**config.mk**
```make
export PLATFORM = sky130hd
export DESIGN_NAME = gceo_queue
export DESIGN_NICKNAME = d
export VERILOG_FILES = /design/src/design/gceo_pkg.sv /design/src/design/gceo_queue.sv
export SDC_FILE = /design/constraint.sdc
export NUM_CORES = 1
export LEC_CHECK = 0
export BUFFER_PORTS_ARGS = -buffer_cell sky130_fd_sc_hd__buf_2
export CAP_MARGIN = 10
export CORE_UTILIZATION = 47
export DETAILED_ROUTE_END_ITERATION = 8
export GPL_ROUTABILITY_DRIVEN = 0
export PLACE_DENSITY = 0.76
export SLEW_MARGIN = 20
export SYNTH_ARGS = -nofsm -noshare
export SYNTH_HDL_FRONTEND = slang
export SYNTH_SLANG_ARGS = --single-unit
```
**constraint.sdc**
```tcl
create_clock -name clk -period 6.5 [get_ports clk]
set_input_delay 1.3 -clock clk [delete_from_list [all_inputs] [get_ports clk]]
set_output_delay 1.3 -clock clk [all_outputs]
set_load 0.1 [all_outputs]
```
**src/design/gceo_pkg.sv**
```systemverilog
`timescale 1ns / 1ps
package gceo_pkg;

	localparam int CELLS_DEF = 4096;
	localparam int SIG_DEPTH_DEF = 256;
	localparam int CELL_W = 12;
	localparam logic [31:0] PROC_NOISE = 32'd655;
	localparam logic [15:0] OBS_SCALE_AFTER = 16'd20;
	localparam int OCC_STEPS = 50;

	localparam logic [2:0] REG_ROBOT_X = 3'd0;
	localparam logic [2:0] REG_ROBOT_Y = 3'd1;
	localparam logic [2:0] REG_ROBOT_Z = 3'd2;
	localparam logic [2:0] REG_HIT_INC = 3'd3;
	localparam logic [2:0] REG_MISS_INC = 3'd4;
	localparam logic [2:0] REG_CLAMP = 3'd5;
	localparam logic [2:0] REG_BELIEF = 3'd6;
	localparam logic [2:0] REG_THRESH = 3'd7;

	// smallest q7.8 log-odds magnitude for occupancy 51..100
	function automatic logic [10:0] occ_step(input logic [5:0] i);
		logic [10:0] r;
		unique case (i)
			6'd0: r = 11'd6;     6'd1: r = 11'd16;   6'd2: r = 11'd26;
			6'd3: r = 11'd36;    6'd4: r = 11'd47;   6'd5: r = 11'd57;
			6'd6: r = 11'd67;    6'd7: r = 11'd78;   6'd8: r = 11'd88;
			6'd9: r = 11'd99;    6'd10: r = 11'd110; 6'd11: r = 11'd120;
			6'd12: r = 11'd131;  6'd13: r = 11'd142; 6'd14: r = 11'd153;
			6'd15: r = 11'd165;  6'd16: r = 11'd176; 6'd17: r = 11'd188;
			6'd18: r = 11'd200;  6'd19: r = 11'd211; 6'd20: r = 11'd224;
			6'd21: r = 11'd236;  6'd22: r = 11'd249; 6'd23: r = 11'd262;
			6'd24: r = 11'd275;  6'd25: r = 11'd289; 6'd26: r = 11'd303;
			6'd27: r = 11'd317;  6'd28: r = 11'd332; 6'd29: r = 11'd347;
			6'd30: r = 11'd363;  6'd31: r = 11'd380; 6'd32: r = 11'd397;
			6'd33: r = 11'd416;  6'd34: r = 11'd435; 6'd35: r = 11'd455;
			6'd36: r = 11'd476;  6'd37: r = 11'd499; 6'd38: r = 11'd523;
			6'd39: r = 11'd549;  6'd40: r = 11'd578; 6'd41: r = 11'd609;
			6'd42: r = 11'd644;  6'd43: r = 11'd683; 6'd44: r = 11'd729;
			6'd45: r = 11'd783;  6'd46: r = 11'd850; 6'd47: r = 11'd938;
			6'd48: r = 11'd1072; 6'd49: r = 11'd1356;
			default: r = 11'h7FF;
		endcase
		return r;
	endfunction

	typedef enum logic [3:0] {
		BK_IDLE, BK_RD, BK_RDW, BK_SQ, BK_SQRT, BK_PREP, BK_DIV, BK_MUL1, BK_MUL2,
		BK_MUL3, BK_OCC, BK_WR, BK_OUT, BK_CLR
	} bk_state_t;

	// one classified point between front and back
	typedef struct packed {
		logic [CELL_W-1:0] cidx;
		logic [63:0] sq;          // saturated squared distance
		logic signed [31:0] z;
		logic signed [15:0] inc;  // log-odds increment picked by hit flag
	} gceo_item_t;

endpackage

```
**src/design/gceo_queue.sv**
```systemverilog
`timescale 1ns / 1ps
module gceo_queue
	import gceo_pkg::*;
(
	input  logic       clk,
	input  logic       arst_n,
	input  logic       wr_valid,
	output logic       wr_ready,
	input  gceo_item_t wr_item,
	output logic       rd_valid,
	input  logic       rd_ready,
	output gceo_item_t rd_item
);
	// two-entry queue
	gceo_item_t ent_q [2];
	logic [1:0] cnt_q;
	logic       wp_q, rp_q;
	logic       push, pop;

	assign wr_ready = cnt_q != 2'd2;
	assign rd_valid = cnt_q != 2'd0;
	assign rd_item = ent_q[rp_q];
	assign push = wr_valid && wr_ready;
	assign pop = rd_valid && rd_ready;

	always_ff @(posedge clk or negedge arst_n) begin
		if (!arst_n) begin
			cnt_q <= 2'd0;
			wp_q <= 1'b0;
			rp_q <= 1'b0;
		end else begin
			if (push) begin
				wp_q <= !wp_q;
			end
			if (pop) begin
				rp_q <= !rp_q;
			end
			cnt_q <= cnt_q + {1'b0, push} - {1'b0, pop};
		end
	end

	always_ff @(posedge clk) begin
		if (push) begin
			ent_q[wp_q] <= wr_item;
		end
	end
endmodule

```
# ---- After elaboration in Yosys (flattened, before gate mapping)
# Memories as Yosys holds them, arrays and structs flattened.
# Index checks and enable logic that the tools add are counted.
# W data, S select, Z words.
dict set report op_classes {
  reduce_logical 5
  n_eq_ne 1
  addsub 2
  muxes 2
}
# operator n
set op_table {}
lappend op_table {{$add A2 B1 Y2} 1}
lappend op_table {{$logic_and A1 B1 Y1} 2}
lappend op_table {{$logic_not A1 Y1} 2}
lappend op_table {{$mux W1} 2}
lappend op_table {{$ne A2 B2 Y1 const B} 1}
lappend op_table {{$reduce_bool A2 Y1} 1}
lappend op_table {{$sub A2 B1 Y2} 1}
dict set report totals {
  output_inout_bits 126
  mem_count 1
  ff_bits 4
  ram_bits 248
}
# name depth width read_ports rd_clocked_by_memory_dff write_ports line_no
set mem_list {}
lappend mem_list {ent_q 2 124 1 0 1 gceo_queue.sv:15} ;# gceo_item_t ent_q [2];

# ---- Longest topological paths before layout
dict set report logic_depth {
  ltp_word 4
  depth_mapped 5
}

# ---- Worst setup path after synthesis
# OpenSTA, ideal clock, no wires.
dict set report synth_path {
  kind {register to register}
  from {register cnt_q[0]}
  to {memory ent_q[0][0] in the netlist's numbering (enable)}
  stages_incl_launch_ff 4
  setup_slack_ps -722
  arrival_time_ps 6613
  setup_time_ps 609
  n_path_buf 0
  path_cell_list {dfrtp_1 -> nand2b_1 -> nand2_1 -> nor2_1}
}
dict set report synth_between {
  elab_chain_cells 4
}
# element line_no
set synth_rtl {}
lappend synth_rtl {{from (decl)} gceo_queue.sv:16} ;# logic [1:0] cnt_q;
lappend synth_rtl {{from (signal assigned)} gceo_queue.sv:38} ;# cnt_q <= cnt_q + {1'b0, push} - {1'b0, pop};
lappend synth_rtl {{$ne A2 B2 Y1} gceo_queue.sv:20} ;# assign wr_ready = cnt_q != 2'd2;
lappend synth_rtl {{via wr_ready} gceo_queue.sv:8} ;# output logic wr_ready,
lappend synth_rtl {{$logic_and A1 B1 Y1} gceo_queue.sv:23} ;# assign push = wr_valid && wr_ready;
lappend synth_rtl {{$mux W1} gceo_queue.sv:43} ;# if (push) begin
lappend synth_rtl {{$mux W1 (implied by the code)} gceo_queue.sv:44} ;# ent_q[wp_q] <= wr_item;
lappend synth_rtl {{to (decl)} gceo_queue.sv:15}
# The timed path passes the listed nets, and every way through them passes these cells.

==> flow_summary.ini <==
[timing]
slew_headroom_pct = 33.8
fin_tns_setup_ns = 0
setup_viol = 0
hold_viol = 0
slew_viol_final = 0
finalCritPeriodShare_pct = 63.5
grt_setup_unrepaired = no
min_period_ns = 4.13
max_freq_mhz = 242
hold_ws_ns = 0.570
tightest_slew_ns = 0.993
skew_ns = 0.0141

[grt]
antenna_found_initial = 5
grt_pass1_vias = 4953
grt_use_total_pct = 16.0
grt_pass1_wl_um = 25000
grt_max_degree = 72
overflow = 0

[flow_run]
cap_violations = 0

[synth]
synth_seq_cells = 252
synth-simple-area-share_pct = 0.628
synth_xor_area_share_pct = 0.281
synth.avg_cell_area_um2 = 23.0
synthMuxAreaShare_pct = 16.9
synth-warning-count = 0
synth_area_leaders = edfxtp_1 (80%), mux2_2 (8.9%), mux2_4 (8.0%), dfrtp_1 (1.1%), buf_6 (0.84%)
synth_top_cell_by_area = edfxtp_1
synth_compound_area_share_pct = 0.254
ys_seq_area_share_pct = 80.6
syn_nets = 537
synthArstFlopShare_pct = 1.59
yosys.cell_count.top_type = edfxtp_1
synth-adder-area-share_pct = 0.134
netlist_area_mm2 = 0.00937
synth_top_family_by_area = multiplexers
synthDistinctLibCells = 19
synth_edf_count = 248
synth_top_cells_by_count = edfxtp_1 (248), mux2_2 (74), mux2_4 (50)
yosys.area.top_type_share_pct = 79.5
ys.flop_type = edfxtp_1
synthCells = 408

[detailed_routing]
ant_nets = 0
drt-pass1-iter-count = 4
drt_wl_total_um = 17100
drcViolationCount = 0
vias = 4745
vias_per_cell = 4.92
wl_per_cell_um = 17.7
drt_iter0_drc = 183

[clock_tree]
cts_tree = yes
htree_levels = 1
clk_path_buf_depth = 3
clk_pin_slew_ns = 0.06
ctsResizeCount = 0
clk_latency_ns = 0.51
cts.sinks = 252
ctsRootBufferMaster = clkbuf_16
cts_hold_buf = 0
post_cts_buffers = 0
numCtsBuffers = 26

[setup_path]
worst_setup_path_end_kind = output pin
crit_path_max_fanout = 70
cp.required_ns = 5.20
cp.arrival_ns = 2.83
rrSetupSlack_ns = 3.85
critical-path-slowest-cell = dfrtp_4
r2r_start = cnt_q[0]
crit_chain = buf_12, mux2_2, buf_2
reg2reg_depth = 3
worstSetupPathType = reg2out
slowest_delay_ns = 1.01
r2r-end = ent_q[1][115]
critPathLaunchType = register
crit_family = flip-flops
worst-path-buf-inv = 2

[hold_path]
min_path_type = reg2reg
whs_endpoint = wp_q
hold_depth = 1
min_from = wp_q

[placed_design]
portBuffers = 253
hpwl_um = 11300

[die]
pin_count = 254
die_area_mm2 = 0.0205
core_mm2 = 0.0195
initial_core_util_pct = 48.0
fp.dieH_um = 143
num_rows = 51
fp.dieW_um = 143

[run_status]
status = finished clean

[final_layout]
final_layout_size_suffix_gt1_share_pct = 60.5
area_growth_pct = 25.9
nNetsFinal = 808
-- layout by cell type (no fill, tap or decap) --
| master | count |
|---|---|
| dfrtp_4 | 1 |
| clkinv_1 | 4 |
| buf_2 | 253 |
| xnor2_1 | 3 |
| buf_12 | 1 |
| or2_2 | 1 |
| nor4bb_1 | 1 |
| nand2_1 | 2 |
| a311oi_1 | 1 |
| and3_4 | 1 |
| o21ba_2 | 1 |
| nor2_1 | 2 |
| nand3_1 | 1 |
| diode_2 | 1 |
| inv_6 | 1 |
| mux2_2 | 74 |
| dfrtp_1 | 3 |
| bufinv_16 | 4 |
| ha_1 | 1 |
| mux2_4 | 50 |
| nor2_4 | 1 |
| o21ai_0 | 1 |
| clkbuf_16 | 27 |
| clkbuf_8 | 2 |
| nor2b_1 | 1 |
| clkinv_2 | 2 |
| edfxtp_1 | 248 |
| clkbuf_1 | 7 |
| buf_4 | 3 |
| nand2b_1 | 1 |
-- logic make-up after synthesis --
| logic type | Yosys count |
|---|---|
| AOI/OAI and AO/OA | 3 |
| xor gates and xnor gates | 3 |
| adders and majority gates | 1 |
| buffers and inverters | 14 |
| DFF | 252 |
| muxes | 124 |
| and+or+nand+nor | 11 |
-- metrics by stage --
step | std cells | cell area [µm²] | worst slack, ns | util (%)
floorplan | 408 | 9370 | 1.35 | -
global placement | 916 | 10900 | 2.95 | 55.9
detailed placement | 916 | 10900 | 2.92 | 55.9
CTS | 963 | 11800 | 2.36 | 60.4
global route | 964 | 11800 | 2.26 | 60.4
finish | 964 | 11800 | 2.37 | 60.4
-- state kept, by name (all words and copies together), names as in the netlist --
name and cells:
cnt_q 2, ent_q 248, rp_q 1, wp_q 1
-- layout make-up --
type,instances,area (µm²)
Timing Repair Buffer,257,1310
Tap cell,265,332
Multi-Input combinational cell,142,1720
Sequential cell,252,7550
Fill cell,1467,7730
Clock buffer,36,729
Antenna cell,1,2.50
Clock inverter,11,154
-- worst max path at each step --
| stage | startpoint | to | cells after the start | slack (ns) |
|---|---|---|---|---|
| global route | rp_q | rd_item[14] | 3 | 2.26 |
| finish | rp_q | rd_item[51] | 3 | 2.37 |
| global placement | rp_q | rd_item[121] | 3 | 2.95 |
| detailed placement | rp_q | rd_item[14] | 3 | 2.92 |
| floorplan | cnt_q[0] | ent_q[0][0] | 3 | 1.35 |
| CTS | rp_q | rd_item[14] | 3 | 2.36 |
-- routing by layer --
layer / track usage, % / vias to the layer above / wire [µm] / share of wire, %
li1: - / 2174 / - / -
met1: 18.8 / 2325 / 6580 / 39
met2: 27.9 / 193 / 8600 / 50
met3: 5.13 / 47 / 1450 / 8.5
met4: 5.15 / 6 / 408 / 2.4
met5: 0 / - / 37 / 0.22
Power is not shown: default switching activity piles up to over one toggle a cycle in this logic, so the estimate is an artifact.
