==> config.mk <==
export PLATFORM = sky130hd
export DESIGN_NAME = gceo_front
export DESIGN_NICKNAME = d
export VERILOG_FILES = /design/src/design/gceo_pkg.sv /design/src/design/gceo_front.sv
export SDC_FILE = /design/constraint.sdc
export NUM_CORES = 2
export LEC_CHECK = 0
export ABC_CLOCK_PERIOD_IN_PS = 14900
export BUFFER_PORTS_ARGS = -buffer_cell sky130_fd_sc_hd__buf_4
export CAP_MARGIN = 5
export CORE_ASPECT_RATIO = 1.25
export CORE_MARGIN = 4
export CORE_UTILIZATION = 50
export CTS_BUF_LIST = sky130_fd_sc_hd__clkbuf_8
export DETAILED_ROUTE_END_ITERATION = 6
export PLACE_DENSITY = 0.79
export SYNTH_ARGS = -nofsm -noshare
export SYNTH_HDL_FRONTEND = slang
export SYNTH_SLANG_ARGS = --single-unit
==> constraint.sdc <==
create_clock -name clk -period 14.9 [get_ports clk]
set_input_delay 0.745 -clock clk [delete_from_list [all_inputs] [get_ports clk]]
set_output_delay 0.745 -clock clk [all_outputs]
set_load 0.02 [all_outputs]
==> src/design/gceo_pkg.sv <==
`timescale 1ns / 1ps
package gceo_pkg;

	localparam int CELLS_DEF = 4096;
	localparam int SIG_DEPTH_DEF = 256;
	localparam int CELL_W = 12;
	localparam logic [31:0] PROC_NOISE = 32'd655;
	localparam logic [15:0] OBS_SCALE_AFTER = 16'd20;
	localparam int OCC_STEPS = 50;

	localparam logic [2:0] REG_ROBOT_X = 3'd0;
	localparam logic [2:0] REG_ROBOT_Y = 3'd1;
	localparam logic [2:0] REG_ROBOT_Z = 3'd2;
	localparam logic [2:0] REG_HIT_INC = 3'd3;
	localparam logic [2:0] REG_MISS_INC = 3'd4;
	localparam logic [2:0] REG_CLAMP = 3'd5;
	localparam logic [2:0] REG_BELIEF = 3'd6;
	localparam logic [2:0] REG_THRESH = 3'd7;

	// smallest q7.8 log-odds magnitude for occupancy 51..100
	function automatic logic [10:0] occ_step(input logic [5:0] i);
		logic [10:0] r;
		unique case (i)
			6'd0: r = 11'd6;     6'd1: r = 11'd16;   6'd2: r = 11'd26;
			6'd3: r = 11'd36;    6'd4: r = 11'd47;   6'd5: r = 11'd57;
			6'd6: r = 11'd67;    6'd7: r = 11'd78;   6'd8: r = 11'd88;
			6'd9: r = 11'd99;    6'd10: r = 11'd110; 6'd11: r = 11'd120;
			6'd12: r = 11'd131;  6'd13: r = 11'd142; 6'd14: r = 11'd153;
			6'd15: r = 11'd165;  6'd16: r = 11'd176; 6'd17: r = 11'd188;
			6'd18: r = 11'd200;  6'd19: r = 11'd211; 6'd20: r = 11'd224;
			6'd21: r = 11'd236;  6'd22: r = 11'd249; 6'd23: r = 11'd262;
			6'd24: r = 11'd275;  6'd25: r = 11'd289; 6'd26: r = 11'd303;
			6'd27: r = 11'd317;  6'd28: r = 11'd332; 6'd29: r = 11'd347;
			6'd30: r = 11'd363;  6'd31: r = 11'd380; 6'd32: r = 11'd397;
			6'd33: r = 11'd416;  6'd34: r = 11'd435; 6'd35: r = 11'd455;
			6'd36: r = 11'd476;  6'd37: r = 11'd499; 6'd38: r = 11'd523;
			6'd39: r = 11'd549;  6'd40: r = 11'd578; 6'd41: r = 11'd609;
			6'd42: r = 11'd644;  6'd43: r = 11'd683; 6'd44: r = 11'd729;
			6'd45: r = 11'd783;  6'd46: r = 11'd850; 6'd47: r = 11'd938;
			6'd48: r = 11'd1072; 6'd49: r = 11'd1356;
			default: r = 11'h7FF;
		endcase
		return r;
	endfunction

	typedef enum logic [3:0] {
		BK_IDLE, BK_RD, BK_RDW, BK_SQ, BK_SQRT, BK_PREP, BK_DIV, BK_MUL1, BK_MUL2,
		BK_MUL3, BK_OCC, BK_WR, BK_OUT, BK_CLR
	} bk_state_t;

	// one classified point between front and back
	typedef struct packed {
		logic [CELL_W-1:0] cidx;
		logic [63:0] sq;          // saturated squared distance
		logic signed [31:0] z;
		logic signed [15:0] inc;  // log-odds increment picked by hit flag
	} gceo_item_t;

endpackage

==> src/design/gceo_front.sv <==
`timescale 1ns / 1ps
module gceo_front
	import gceo_pkg::*;
(
	input  logic              clk,
	input  logic              arst_n,
	input  logic              in_valid,
	output logic              in_ready,
	input  logic [CELL_W-1:0] cell_index,
	input  logic [31:0]       point_x,
	input  logic [31:0]       point_y,
	input  logic [31:0]       point_z,
	input  logic              is_hit,
	input  logic [31:0]       robot_x,
	input  logic [31:0]       robot_y,
	input  logic [31:0]       robot_z,
	input  logic [15:0]       hit_increment,
	input  logic [15:0]       miss_increment,
	output logic              fq_valid,
	input  logic              fq_ready,
	output gceo_item_t        fq_item
);
	// staged: capture, then one axis squared per cycle
	logic               busy_q, done_q;
	logic [1:0]         axis_q;
	logic [31:0]        px_q, py_q;
	logic [32:0]        mag_q;
	logic [64:0]        acc_q;
	gceo_item_t         it_q;
	logic signed [32:0] d;
	logic [32:0]        m;
	logic [65:0]        sum;

	always_comb begin
		unique case (axis_q)
			2'd0: d = $signed({px_q[31], px_q}) - $signed({robot_x[31], robot_x});
			2'd1: d = $signed({py_q[31], py_q}) - $signed({robot_y[31], robot_y});
			default: d = $signed({it_q.z[31], it_q.z}) - $signed({robot_z[31], robot_z});
		endcase
		m = d[32] ? 33'(-d) : 33'(d);
		sum = {1'b0, acc_q} + {1'b0, 65'(mag_q) * 65'(mag_q)};
	end

	assign in_ready = !busy_q;
	assign fq_valid = done_q;
	assign fq_item = it_q;

	always_ff @(posedge clk or negedge arst_n) begin
		if (!arst_n) begin
			busy_q <= 1'b0;
			done_q <= 1'b0;
			axis_q <= 2'd0;
		end else if (!busy_q) begin
			if (in_valid) begin
				busy_q <= 1'b1;
				axis_q <= 2'd0;
			end
		end else if (done_q) begin
			if (fq_ready) begin
				busy_q <= 1'b0;
				done_q <= 1'b0;
			end
		end else if (axis_q == 2'd3) begin
			done_q <= 1'b1;
		end else begin
			axis_q <= axis_q + 2'd1;
		end
	end

	// square of the previous axis accumulates while the next difference forms
	always_ff @(posedge clk) begin
		if (!busy_q && in_valid) begin
			px_q <= point_x;
			py_q <= point_y;
			it_q.cidx <= cell_index;
			it_q.z <= point_z;
			it_q.inc <= is_hit ? hit_increment : miss_increment;
			acc_q <= '0;
			mag_q <= '0;
		end else if (busy_q && !done_q) begin
			mag_q <= m;
			acc_q <= (sum[65:64] != 2'b0) ? {1'b0, {64{1'b1}}} : sum[64:0];
			if (axis_q == 2'd3) begin
				it_q.sq <= (sum[65:64] != 2'b0) ? {64{1'b1}} : sum[63:0];
			end
		end
	end
endmodule

Word-level counts from Yosys, hierarchy flattened:

Index checks and enable logic that the tools add are counted.

* output and inout bits: 126
* bits in registers: 290
* word-level logic and storage cells: 46
* bits of input ports: 241

* multiply operators: 1
* $add $sub $neg: 6
* mux-type cells: 14
* reduce and logical (&&, ||, !) cells: 9
* bitwise logic cells: 1
* eq/ne operators: 4

Operators with widths (number)
* 32-bit by 32-bit subtractor with 33-bit output: 3
* 65-bit by 65-bit adder with 66-bit output: 1
* 33-bit case mux with 2 select lines: 1
* 33-bit by 33-bit multiplier with 65-bit output: 1
* 65-bit 2-to-1 mux: 1
* 33-bit 2-to-1 mux: 1
* 33-bit negator: 1
* 16-bit 2-to-1 mux: 1
* 2-bit 2-to-1 mux: 4
* 1-bit 2-to-1 mux: 6
* 3-bit AND reduction: 2
* 2-bit != test, second input constant: 2
* 2-bit nonzero test: 2
* 2-bit by 1-bit adder with 2-bit output, second input constant: 1
* 2-bit by 1-bit equality test with 1-bit output, second input constant: 1
* 2-bit equality test, second input constant: 1
* 1-bit logical AND: 2
* 1-bit logical NOT: 2
* 2-bit logical NOT: 1
* 1-bit NOT: 1

Longest topological paths before layout:

* word-level depth: 4
* mapped depth: 49
* gate-level depth less buffers: 44

Worst setup path before layout:

OpenSTA, ideal clock, no wires.

* kind: flip-flop to flip-flop
* from: register mag_q[27]
* to: register acc_q[54]
* required time: 14.783 ns
* buffers on the path: 4
* arrival time: 10.546 ns
* clock period less this slack: 10.663 ns
* slack: 4.237 ns
* library setup time: 0.117 ns
* stages on the path, launching flop included: 45
* cells stage by stage: dfxtp_1 -> clkbuf_1 -> clkbuf_1 -> nand2_1 -> fa_1 -> inv_1 -> fa_1 -> inv_1 -> fa_1 -> fa_1 -> inv_1 -> fa_1 -> fa_1 -> fa_1 -> inv_1 -> fa_1 -> inv_1 -> ha_1 -> [... 9 more ...] -> nand2_1 -> a311o_1 -> xor2_1 -> ha_1 -> clkbuf_1 -> a21oi_1 -> o21ai_0 -> a221o_1 -> a21oi_1 -> o21ai_0 -> a21oi_1 -> a21oi_1 -> o22ai_1 -> o2111ai_1 -> mux2_2 -> buf_4 -> or3_1 -> a22o_1

* cells in the longest elaborated chain, start to end: 4

Ends and longest elaborated chain
* start: declaration: line gceo_front.sv:27 `logic [32:0] mag_q;`
* start signal: assignment: line gceo_front.sv:81 `mag_q <= m;`
* 33-bit by 33-bit multiplier with 65-bit output *: line gceo_front.sv:41 `sum = {1'b0, acc_q} + {1'b0, 65'(mag_q) * 65'(mag_q)};`
* 65-bit by 65-bit adder with 66-bit output *: line gceo_front.sv:41
* 2-bit nonzero test: line gceo_front.sv:82 `acc_q <= (sum[65:64] != 2'b0) ? {1'b0, {64{1'b1}}} : sum[64:0];`
* 65-bit 2-to-1 mux *: line gceo_front.sv:82
* end signal: assignment: line gceo_front.sv:82
* end: declaration: line gceo_front.sv:28 `logic [64:0] acc_q;`

Every way passes the cells marked *; elsewhere a longest branch is shown, timed or not.
A chain may end at the register's enable or synchronous reset.

Worst setup path in the final report:

* from: register mag_q[7]
* to: register acc_q[1]

* cells in the longest elaborated chain, start to end: 4

Ends and longest elaborated chain (line)
* 33-bit by 33-bit multiplier with 65-bit output: gceo_front.sv:41
* 65-bit by 65-bit adder with 66-bit output: gceo_front.sv:41
* 2-bit nonzero test: gceo_front.sv:82
* 65-bit 2-to-1 mux: gceo_front.sv:82

No other way between the ends.

==> impl_metrics.yaml <==
run_status:
  status: "completed"
run:
  cap_violations: 0
final_layout:
  nets: 7271
  layout.filler_cells: 8681
  multiInputGateArea_um2: 36970
  syn_to_final_growth_pct: 9.992
  layout-drive-gt1-share_pct: 9.882
  seq_area_um2: 7720
detailed_routing:
  vias: 39680
  detail-route-antenna-nets: 0
  via_per_inst: 5.604
  dr.pass1.iters: 5
  remaining_drc_errors: 0
  wl_per_cell_um: 20.77
  wl_mm: 147.0
  drtIter0Drc: 2529
yosys:
  synth_seq_area_share_pct: 15.30
  yosysUniqueCellTypes: 88
  synthTopCellsByCount: "inv_1, fa_1, nand2_1, ha_1, a21oi_1"
  async_flop_share_pct: 1.379
  synth-seq-cells: 290
  synth_edf_count: 188
  yosys.area.top_type_share_pct: 34.25
  synth.area.top_cells: "fa_1, edfxtp_1, ha_1, inv_1, dfxtp_1"
  synth-main-ff-cell: "edfxtp_1"
  ys_warn_count: 0
  syn_nets: 7008
  yosysTopAreaCell: "fa_1"
  synth_area_per_cell_um2: 9.210
  yosysMostFrequentCell: "inv_1"
  netlist_area_um2: 50380
  synthCells: 5470
worst_setup_path:
  cp.required_ns: 15.50
  cp_max_fo: 65
  cp-end-kind: "register"
  cp_slowest_stage_delay_ns: 0.93
  crit_path_start_kind: "register"
  crit_arrival_ns: 13.31
  worst_path_most_repeated_cell: "fa_1"
  crit_type: "reg2reg"
  cp_slowest_cell: "mux2_2"
sta:
  period_share_pct: 85.28
  rsz0062_at_grt: "false"
  fin_tns_setup_ns: 0
  fmax_mhz: 78.70
  clock_skew_ns: 0.08592
  hold_viol: 0
  maxSlewHeadroom_pct: 25.18
  final-max-slew-violation-count: 0
  layout_min_cycle_time_ns: 12.71
  tightest_slew_ns: 1.122
  setup_viol: 0
die:
  chipHeight_um: 362.9
  rows: 129
  core_area_um2: 99430
  die_w_um: 291.9
  start_util_pct: 50.67
  dieArea_um2: 105900
  io_pins: 367
min_path:
  hold_class: "in2reg"
global_route:
  grt_pass1_wl_mm: 231.5
  antenna_found_initial: 5
  grt_pass1_vias: 43210
  grt_overflow: 0
  grt_use_total_pct: 27.76
  grt_max_degree: 79
cts:
  postCtsSetupBuffers: 0
  cts_root_buffer: "clkbuf_8"
  clk_pin_slew_ns: 0.07
  clock_path_buffers: 3
  cts_max_level: 2
  clock_latency_ns: 0.74
  clkSinkCount: 290
  numCtsBuffers: 49
  cts_tree: "done"
  cts_resized: 0
place:
  dp_hpwl_mm: 120.3
  place.gp.congestion: 0.9772
  portBuffers: 366
[path summary, 6_finish.rpt]
kind / cells after the start / startpoint / end / slack [ns]
max: 39 / mag_q[7]$_SDFFE_PP0P_ / acc_q[1]$_SDFFE_PP0P_ / 2.19
min: 1 / point_z[19] / fq_item[35]$_DFFE_PP_ / 0.20
max reg2reg: 39 / mag_q[7]$_SDFFE_PP0P_ / acc_q[1]$_SDFFE_PP0P_ / 2.19
min reg2reg: 2 / mag_q[4]$_SDFFE_PP0P_ / mag_q[4]$_SDFFE_PP0P_ / 0.46
max in group asynchronous: 2 / arst_n / fq_valid$_DFFE_PN0P_ / 14.37
min in group asynchronous: 2 / arst_n / busy_q$_DFF_PN0_ / 0.43
[critical path, delay by kind of cell, from the launching register on]
family                   cells  cell delay, ns
AO/OA/AOI/OAI               10            2.75
XOR/XNOR                     1            0.41
adder cells (fa/ha/maj)     10            4.46
buffers and inverters        6            1.09
flip-flops                   1            0.31
multiplexers                 1            0.93
AND/OR/NAND/NOR             11            2.57
[per-layer routing]
layer / GRT usage (%) / vias up / wire length [µm]
li1: - / 17830 / -
met1: 29.85 / 19580 / 50300
met2: 49.46 / 1676 / 74120
met4: 18.52 / 4 / 11780
met3: 5.505 / 586 / 10800
met5: 0.04517 / - / 35
[timing repair]
| action | 4_1_cts | 5_1_grt |
|---|---|---|
| hold endpoints to repair | 4 | 0 |
| hold buffers | 1 | 0 |
| setup endpoints to repair | 0 | 0 |
[placed cells by master, fill, tap and decap left out, types with 10 or more instances in the layout]
cell and count:
a211oi_1 25, a21boi_0 10, a21o_1 123, a21oi_1 245, a221o_1 12, a22o_1 65, a31oi_1 34, and2_1 217
and3_1 29, buf_4 413, clkbuf_8 59, dfxtp_1 88, dfxtp_2 10, edfxtp_1 188, fa_1 862, ha_1 435
inv_1 1307, mux2_2 20, mux2i_1 16, nand2_1 485, nand2b_1 74, nand3_1 49, nand4_1 46, nor2_1 171
nor2b_1 32, nor3_1 42, o2111ai_1 10, o211ai_1 21, o21a_1 32, o21ai_0 143, o21ai_1 19, o21bai_1 29
o22ai_1 11, o31ai_1 17, or2_1 12, or2_2 18, or3_1 16, xnor2_1 129, xor2_1 84
[per-stage QoR]
step	util (%)	hold WS (ns)	setup WS, ns	instances	cell area, µm²
CTS	55.72	0.1622	2.306	7078	55400
floorplan	-	0.4462	4.237	5470	50380
finish	55.73	0.1961	2.193	7081	55410
global placement	54.65	0.4347	2.686	6990	54330
global route	55.73	0.1809	1.466	7081	55410
detailed placement	54.65	0.4496	2.443	6991	54340
[registers in the layout (all words and copies together), names as in the netlist]
signal / count
acc_q: 65
axis_q: 2
busy_q: 1
fq_item: 124
fq_valid: 1
mag_q: 33
px_q: 32
py_q: 32
[cell type report]
| class | count | area share, % |
|---|---|---|
| Tap cell | 1310 | 2.958 |
| Clock buffer | 59 | 1.465 |
| Antenna cell | 3 | 0.01355 |
| Sequential cell | 290 | 13.93 |
| Clock inverter | 27 | 0.4381 |
| Timing Repair Buffer | 414 | 5.613 |
| Multi-Input combinational cell | 3672 | 66.72 |
| Inverter | 1306 | 8.856 |
[cell families after synthesis]
logic type | Yosys count | share of synthesized area, %
buffers and inverters | 1508 | 11.35
adders and majority gates | 1297 | 45.06
and+or+nand+nor | 1234 | 12.03
AOI/OAI and AO/OA | 892 | 11.79
DFF | 290 | 15.30
xor gates and xnor gates | 213 | 3.703
muxes | 36 | 0.7650
Power is not shown: default switching activity piles up to over one toggle a cycle in this logic, so the estimate is an artifact.
